`config.mk`:
```
export PLATFORM = sky130hd
export DESIGN_NAME = vnsl_cell
export DESIGN_NICKNAME = d
export VERILOG_FILES = /design/src/sv/vnsl_pkg.sv /design/src/sv/vnsl_cell.sv
export SDC_FILE = /design/constraint.sdc
export NUM_CORES = 1
export LEC_CHECK = 0
export ABC_CLOCK_PERIOD_IN_PS = 11300
export BUFFER_PORTS_ARGS = -buffer_cell sky130_fd_sc_hd__buf_2
export CORE_ASPECT_RATIO = 0.7
export CORE_MARGIN = 5
export CORE_UTILIZATION = 60
export DETAILED_ROUTE_END_ITERATION = 6
export HOLD_SLACK_MARGIN = 0.05
export PLACE_DENSITY = 0.83
export SKIP_CTS_REPAIR_TIMING = 1
export SLEW_MARGIN = 20
export SYNTH_ARGS = -nofsm -noshare
export SYNTH_HDL_FRONTEND = slang
export SYNTH_SLANG_ARGS = --single-unit
```
`constraint.sdc`:
```
create_clock -name i_clk -period 11.3 [get_ports i_clk]
set_input_delay 0.565 -clock i_clk [delete_from_list [all_inputs] [get_ports i_clk]]
set_output_delay 0.565 -clock i_clk [all_outputs]
set_load 0.02 [all_outputs]
```
`src/sv/vnsl_pkg.sv`:
```
// ----------------------------------------------------------------------------
// vnsl_pkg: shared definitions for the nearest seed labeller
// Sizes of the seed chain, request codes and the word that travels between
// the cells of the chain.
// ----------------------------------------------------------------------------
package vnsl_pkg;

    localparam int MAX_SEEDS  = 16;
    localparam int SLOT_W     = 4;
    localparam int COUNT_W    = 5;
    localparam int COORD_W    = 11;
    localparam int CELL_W     = 10;
    localparam int SQ_W       = 2 * COORD_W;
    localparam int DIST_W     = SQ_W + 1;
    localparam int OUT_DIST_W = 22;

    localparam logic [OUT_DIST_W-1:0] DIST_SAT = '1;

    localparam logic REQ_LOAD     = 1'b0;
    localparam logic REQ_CLASSIFY = 1'b1;

    // One word as it moves along the chain, with the running best match.
    typedef struct packed {
        logic                valid;
        logic                req_type;
        logic [SLOT_W-1:0]   seed_slot;
        logic [COORD_W-1:0]  seed_x;
        logic [COORD_W-1:0]  seed_y;
        logic [CELL_W-1:0]   cell_x;
        logic [CELL_W-1:0]   cell_y;
        logic                found;
        logic [SLOT_W-1:0]   label;
        logic [DIST_W-1:0]   best;
    } t_item;

endpackage

```
`src/sv/vnsl_cell.sv`:
```
// ----------------------------------------------------------------------------
// vnsl_cell: one seed cell of the labelling chain
// Holds one seed point. A load word for this slot updates the seed as it
// passes; a classify word picks up the squared distance to the seed in the
// first stage and folds it into the running best in the second.
// ----------------------------------------------------------------------------
module vnsl_cell (
    input  logic                          i_clk,
    input  logic                          i_rst_n,
    input  logic                          i_adv,
    input  logic [vnsl_pkg::SLOT_W-1:0]   i_index,
    input  logic [vnsl_pkg::COUNT_W-1:0]  i_seed_count,
    input  vnsl_pkg::t_item               i_item,
    output vnsl_pkg::t_item               o_item
);
    import vnsl_pkg::*;

    logic [COORD_W-1:0] r_seed_x;
    logic [COORD_W-1:0] r_seed_y;
    t_item              r_a;
    logic [SQ_W-1:0]    r_sq_x;
    logic [SQ_W-1:0]    r_sq_y;
    t_item              r_b;

    logic [COORD_W-1:0] w_cx;
    logic [COORD_W-1:0] w_cy;
    logic [COORD_W-1:0] w_dx;
    logic [COORD_W-1:0] w_dy;
    logic [SQ_W-1:0]    n_sq_x;
    logic [SQ_W-1:0]    n_sq_y;
    logic [DIST_W-1:0]  w_dist;
    logic               w_active;
    logic               w_take;
    logic               w_load_here;
    t_item              n_b;

    // Cell coordinates are ten bits, so they never exceed the last grid cell.
    assign w_cx = {1'b0, i_item.cell_x};
    assign w_cy = {1'b0, i_item.cell_y};
    assign w_dx = (w_cx >= r_seed_x) ? (w_cx - r_seed_x) : (r_seed_x - w_cx);
    assign w_dy = (w_cy >= r_seed_y) ? (w_cy - r_seed_y) : (r_seed_y - w_cy);
    assign n_sq_x = w_dx * w_dx;
    assign n_sq_y = w_dy * w_dy;

    assign w_load_here = i_item.valid && (i_item.req_type == REQ_LOAD)
                         && (i_item.seed_slot == i_index);

    assign w_dist   = {1'b0, r_sq_x} + {1'b0, r_sq_y};
    assign w_active = ({1'b0, i_index} < i_seed_count);
    assign w_take   = (r_a.req_type == REQ_CLASSIFY) && w_active
                      && (!r_a.found || (w_dist < r_a.best));

    always_comb begin
        n_b = r_a;
        if (w_take) begin
            n_b.found = 1'b1;
            n_b.label = i_index;
            n_b.best  = w_dist;
        end
    end

    always_ff @(posedge i_clk) begin
        if (!i_rst_n) begin
            r_a.valid <= 1'b0;
            r_b.valid <= 1'b0;
        end else if (i_adv) begin
            r_a    <= i_item;
            r_sq_x <= n_sq_x;
            r_sq_y <= n_sq_y;
            r_b    <= n_b;
            if (w_load_here) begin
                r_seed_x <= i_item.seed_x;
                r_seed_y <= i_item.seed_y;
            end
        end
    end

    assign o_item = r_b;

endmodule

```
==> results of run 1 <==
[critical path: cells and delay by family (launching register included)]
kind            cells  cell delay (ps)
fa+ha+maj           7             3310
compound gates      8             1930
simple gates        6             1800
mux                 2              700
flops               1              490
buf+inv             5              240
[final timing paths]
kind / startpoint / end / cells after the start
setup reg to reg: r_seed_y[0] / r_sq_y[18] / 28
hold reg to reg: n_b[73] / o_item[73] / 0
hold / removal: i_item[17] / r_a[17] / 1
setup / recovery: r_seed_y[0] / r_sq_y[18] / 28
[state kept, by name (all words and copies together), names as in the netlist]
name,cells
n_b,48
o_item,76
r_a,28
r_seed_x,11
r_seed_y,11
r_sq_x,21
r_sq_y,21
[placed cells by master, fill, tap and decap left out, types with 7 or more instances in the layout]
cell type  Yosys  final
buf_2         13    163
a21o_1        40     40
a211oi_1      12     12
ha_1         192    192
o21a_1         9      9
xnor2_1       55     55
nor2b_1       14     14
nand4_1        7      7
buf_4          4     12
nor3_1        20     19
o21bai_1       9      9
clkbuf_16      0     23
o21ai_0       41     41
edfxtp_1     214    214
a31oi_1       11     11
inv_1        283    283
mux2_2        32     32
a21oi_1       56     56
nor2_1       116    116
mux2i_1       15     15
nand2_1       83     83
nand2b_1      20     20
and2_1        10      9
o211ai_1       7      7
and3_1         9      9
fa_1         131    131
nand3_1       16     16
xor2_1        19     19
[power groups by stage]
stage / Combinational, mW / Sequential [mW] / Clock [mW]
after floorplan: 3.28 / 1.29 / 0
after global placement: 4.05 / 1.27 / 0
after detailed placement: 4.23 / 1.27 / 0
after CTS: 4.29 / 1.25 / 0.697
after global routing: 4.92 / 1.26 / 0.730
final: 4.30 / 1.25 / 0.678
[cell families (layout without fill, tap and decap cells)]
logic type,count (synthesis),after routing,share of synthesized area (%)
mux,49,49,3.14
buf+inv,322,499,7.41
fa+ha+maj,323,323,29.3
compound gates,232,232,9.02
xor+xnor,79,79,4.25
flops,216,216,37.7
simple gates,329,329,9.16
[cell type report]
type | instances | share of cell area, %
inverters | 289 | 5.71
flip-flops and latches | 216 | 34.0
multi-input cells | 1012 | 49.6
clock inverters | 11 | 0.408
clock buffers | 24 | 3.05
well taps | 371 | 2.44
repair buffers | 175 | 4.77
[per-layer routing]
layer / global-route usage, % / routed length, µm / up-vias
met4: 4.67 / 767 / 0
met1: 34.2 / 16600 / 5742
met3: 4.16 / 3160 / 54
met2: 34.7 / 15400 / 468
li1: - / - / 5567
met5: 0 / 0 / -
==> results_dict.tcl, run 1 <==
set metrics [dict create \
    tightest_slew_ps 1030 \
    whs_ps 225 \
    p_int_mw 3.42 \
    clkLatencyLatePin_ps 520 \
    end_kind "register" \
    clock_skew_ps 19.7 \
    max_stage_delay_ps 760 \
    fin_setup_tns_ps 0 \
    min_period_over_period_pct 76.5 \
    max-cap-violations 0 \
    port_buffers 163 \
    cts_sinks 216 \
    p_seq_share_pct 20.1 \
    die_area_um2 32100 \
    async_reset_ff_share_pct 0 \
    nets 2128 \
    dpl_worst_slack_ps 2510 \
    irDropWorstVdd_v 0.000319 \
    initial_core_util_pct 61.2 \
    r2r_slack_ps 2650 \
    yosys.area.top_type "edfxtp_1" \
    n_antenna_cell 0 \
    finalPower_mw 6.23 \
    yosysMostFrequentCell "inv_1" \
    synth_common_cells "inv_1, edfxtp_1, ha_1" \
    seq_area_um2 6470 \
    path_class "register to register" \
    cp-start-kind "register" \
    hold_class "input port to register" \
    rows 51 \
    crit_fanout 17 \
    grt_pass1_vias 11907 \
    routed_via_density 5.64 \
    grt_antenna_before_repair 0 \
    grt_max_degree 75 \
    status "finished clean" \
    die_w_um 212 \
    antenna_left 0 \
    cts_buffer_depth 3 \
    rsz0062_at_grt "no" \
    dp_cells 2063 \
    setup_ws_ps 2650 \
    yosys_warnings 0 \
    critical_path.slowest_cell "o32a_1" \
    synthTopCellsByArea "edfxtp_1, fa_1, ha_1, inv_1, xnor2_1" \
    core_um2 28000 \
    finalMaxSlewViolations 0 \
    setup_viol 0 \
    dpl_cell_area_um2 18300 \
    ctsRootBufferMaster "clkbuf_16" \
    synth_seq_cells 216 \
    finalHoldViolCount 0 \
    cts_tree "yes" \
    synthCells 1550 \
    grt_first_pass_wirelength_mm 59.0 \
    io_pins 164 \
    synth_cell_types 77 \
    max_freq_mhz 116 \
    yosysSeqAreaShare_pct 37.7 \
    synth_ff_type "edfxtp_1" \
    wirelength_mm 36.0 \
    leakage_nw 8.93 \
    post-route-util_pct 67.8 \
    clkPwrFrac_pct 10.9 \
    syn_to_final_growth_pct 10.8 \
    arrival_ps 9000 \
    fillers 2087 \
    syn_area_um2 17100 \
    drive_gt1_share_pct 15.8 \
    finalNonFillerCells 2098 \
    final_area_um2 19000 \
    drtIter0Drc 925 \
    multi_input_area_um2 9420 \
    num_vias 11831 \
    cp.required_ps 11650 \
    dp_hpwl_mm 28.4 \
    p_sw_share_pct 45.1 \
    synth.avg_cell_area_um2 11.1 \
    slew_headroom_pct 31.6 \
    drt_pre_antenna_iters 5 \
    wl_per_cell_um 17.1 \
    fin_crit_ps 8650 \
    drc 0 \
    synth_top_area_share_pct 37.5 \
    p_switching_mw 2.81 \
    syn_nets 1961 \
    power_density_nw_per_um2 328 \
    synth_edf_count 214 \
    htree_levels 1 \
    place_congestion 0.940 \
    grt_use_total_pct 22.6 \
    grt_overflow 0 \
    die_y_um 151 \
    combPwrFrac_pct 69.0 \
    cts.clk_slew.worst_paths_ps 60 \
    numCtsBuffers 23 \
]
Power figures use the tool's default switching activity.
==> inputs of run 2 (changes only) <==
- ABC_AREA: unset -> 1
- ABC_CLOCK_PERIOD_IN_PS: 11300 -> 8230
- PLACE_DENSITY: 0.83 -> 0.82
- clock period: 11.3 -> 8.23 ns (I/O delays scaled with it)
==> run 2 against run 1 <==
Sequential share of layout area is 2.3 points lower. Hold slack worse by 150 ps. Non-clock buffer count is 12 higher. Die area increased by 6.3%. Design area is 7.4% higher. Global-route usage is 2.4 points higher. Maximum frequency grew 24%. Critical path type unchanged.
==> results_dict.tcl, run 2 <==
set metrics [dict create \
    cts_sinks 216 \
    drtIter0Drc 1087 \
    yosysSeqAreaShare_pct 35.4 \
    synth_compound_area_share_pct 5.75 \
    fillers 2378 \
    largest_reg_flops 76 \
    cp.required_ps 8510 \
    crit_fanout 11 \
    synth_seq_cells 216 \
    min_period_over_period_pct 84.7 \
    synth_ff_type "edfxtp_1" \
    wl_per_cell_um 15.9 \
    core_um2 30000 \
    tightest_slew_ps 1000 \
    cp-start-kind "register" \
    grt_overflow 0 \
    max_stage_delay_ps 550 \
    clkLatencyLatePin_ps 530 \
    critical_path.slowest_cell "fa_1" \
    grt_use_total_pct 25.0 \
    yosys.area.top_type "edfxtp_1" \
    synth_common_cells "nand2_1, inv_1, edfxtp_1" \
    numCtsBuffers 23 \
    async_reset_ff_share_pct 0 \
    fin_crit_ps 6970 \
    wirelength_mm 42.5 \
    routed_via_density 5.26 \
    htree_levels 1 \
    yosys.area_share.adder_pct 27.5 \
    dp_hpwl_mm 33.7 \
    synth.avg_cell_area_um2 8.86 \
    arrival_ps 7250 \
    max-cap-violations 0 \
    drive_gt1_share_pct 10.4 \
    clock_skew_ps 13.4 \
    io_pins 164 \
    fin_setup_tns_ps 0 \
    multi_input_area_um2 10000 \
    worst_path_most_repeated_cell "nand2_1" \
    cts.clk_slew.worst_paths_ps 60 \
    yosysMostFrequentCell "nand2_1" \
    setup_viol 0 \
    grt_antenna_before_repair 3 \
    syn_nets 2474 \
    seq_area_um2 6470 \
    synth_cell_types 45 \
    cts_buffer_depth 3 \
    place_congestion 0.941 \
    antenna_left 0 \
    grt_first_pass_wirelength_mm 69.4 \
    ctsRootBufferMaster "clkbuf_16" \
    num_vias 14088 \
    synthTopCellsByArea "edfxtp_1, fa_1, ha_1, nand2_1, inv_1" \
    yosys-mux-area-fraction_pct 0 \
    die_w_um 219 \
    path_class "register to register" \
    final_cell_mix "nand2_1, inv_1, edfxtp_1" \
    initial_core_util_pct 60.9 \
    layout_commonest_cell "nand2_1" \
    cts_tree "yes" \
    hold_class "input port to register" \
    status "finished clean" \
    finalMaxSlewViolations 0 \
    drt_pre_antenna_iters 7 \
    synth_top_area_share_pct 35.1 \
    synthCells 2063 \
    r2r-start "r_seed_x[5]" \
    syn_to_final_growth_pct 11.6 \
    synth_xor_area_share_pct 2.97 \
    rows 53 \
    r2r_cells 30 \
    die_y_um 156 \
    drc 0 \
    rr_endpoint "r_sq_x[16]" \
    rsz0062_at_grt "no" \
    yosys_warnings 0 \
    syn_area_um2 18300 \
    max_freq_mhz 143 \
    slew_headroom_pct 33.2 \
    whs_ps 73.6 \
    yosys.area_share.simple_pct 18.7 \
    hold_end "r_a[23]" \
    holdPathStages 1 \
    port_buffers 163 \
    min_from "i_item[23]" \
    finalHoldViolCount 0 \
    nets 2664 \
    die_area_um2 34100 \
    r2r_slack_ps 1260 \
    end_kind "register" \
    grt_max_degree 126 \
    grt_pass1_vias 14057 \
    synth_top_family_by_area "adder cells" \
    synth_edf_count 214 \
]
## run 2: worst max-delay path by stage
stage	start	to	slack, ps
2_1_floorplan	i_item[38]	r_sq_x[16]	2170
3_3_place_gp	i_item[40]	r_sq_x[16]	1420
3_5_place_dp	i_item[40]	r_sq_x[16]	1160
4_1_cts	r_seed_x[5]	r_sq_x[16]	1300
5_1_grt	r_seed_x[5]	r_sq_x[16]	830
6_report	r_seed_x[5]	r_sq_x[16]	1260
## run 2: layout make-up
class	count	share of cell area, %
multi-input cells	1394	49.2
flip-flops and latches	216	31.7
inverters	431	7.98
repair buffers	187	5.15
clock buffers	28	2.91
well taps	412	2.53
clock inverters	10	0.491
diodes	1	0.0123
## run 2: kinds of logic after synthesis
kind of cell,Yosys count
compound gates,184
fa+ha+maj,323
simple gates,825
flops,216
xor+xnor,62
buf+inv,453
## run 2: metal layers
metal / GRT usage (%) / wire length, µm / up-vias
met5: 0 / 34 / -
met4: 4.21 / 733 / 6
met3: 5.10 / 3150 / 60
met2: 40.8 / 19200 / 474
met1: 35.8 / 19400 / 6611
li1: - / - / 6937
## run 2: worst max-delay path, delay by kind of cell, from the launching register on
family	cells	cell delay, ps
AO/OA/AOI/OAI	4	710
adder cells (fa/ha/maj)	7	3400
buffers and inverters	7	640
flip-flops	1	410
AND/OR/NAND/NOR	12	1580
## run 2: per-stage QoR
stage | instances | utilization (%) | instance area [µm²] | setup WS [ps]
after floorplan | 2063 | - | 18300 | 2170
after global placement | 2618 | 64.9 | 19500 | 1420
after detailed placement | 2618 | 64.9 | 19500 | 1160
after CTS | 2656 | 67.2 | 20200 | 1300
after global routing | 2678 | 67.9 | 20400 | 832
final | 2679 | 67.9 | 20400 | 1260
Power of run 2 is left out: the tool's default activity adds up to more than one toggle a clock period on the data nets, which glitch-free logic cannot reach.
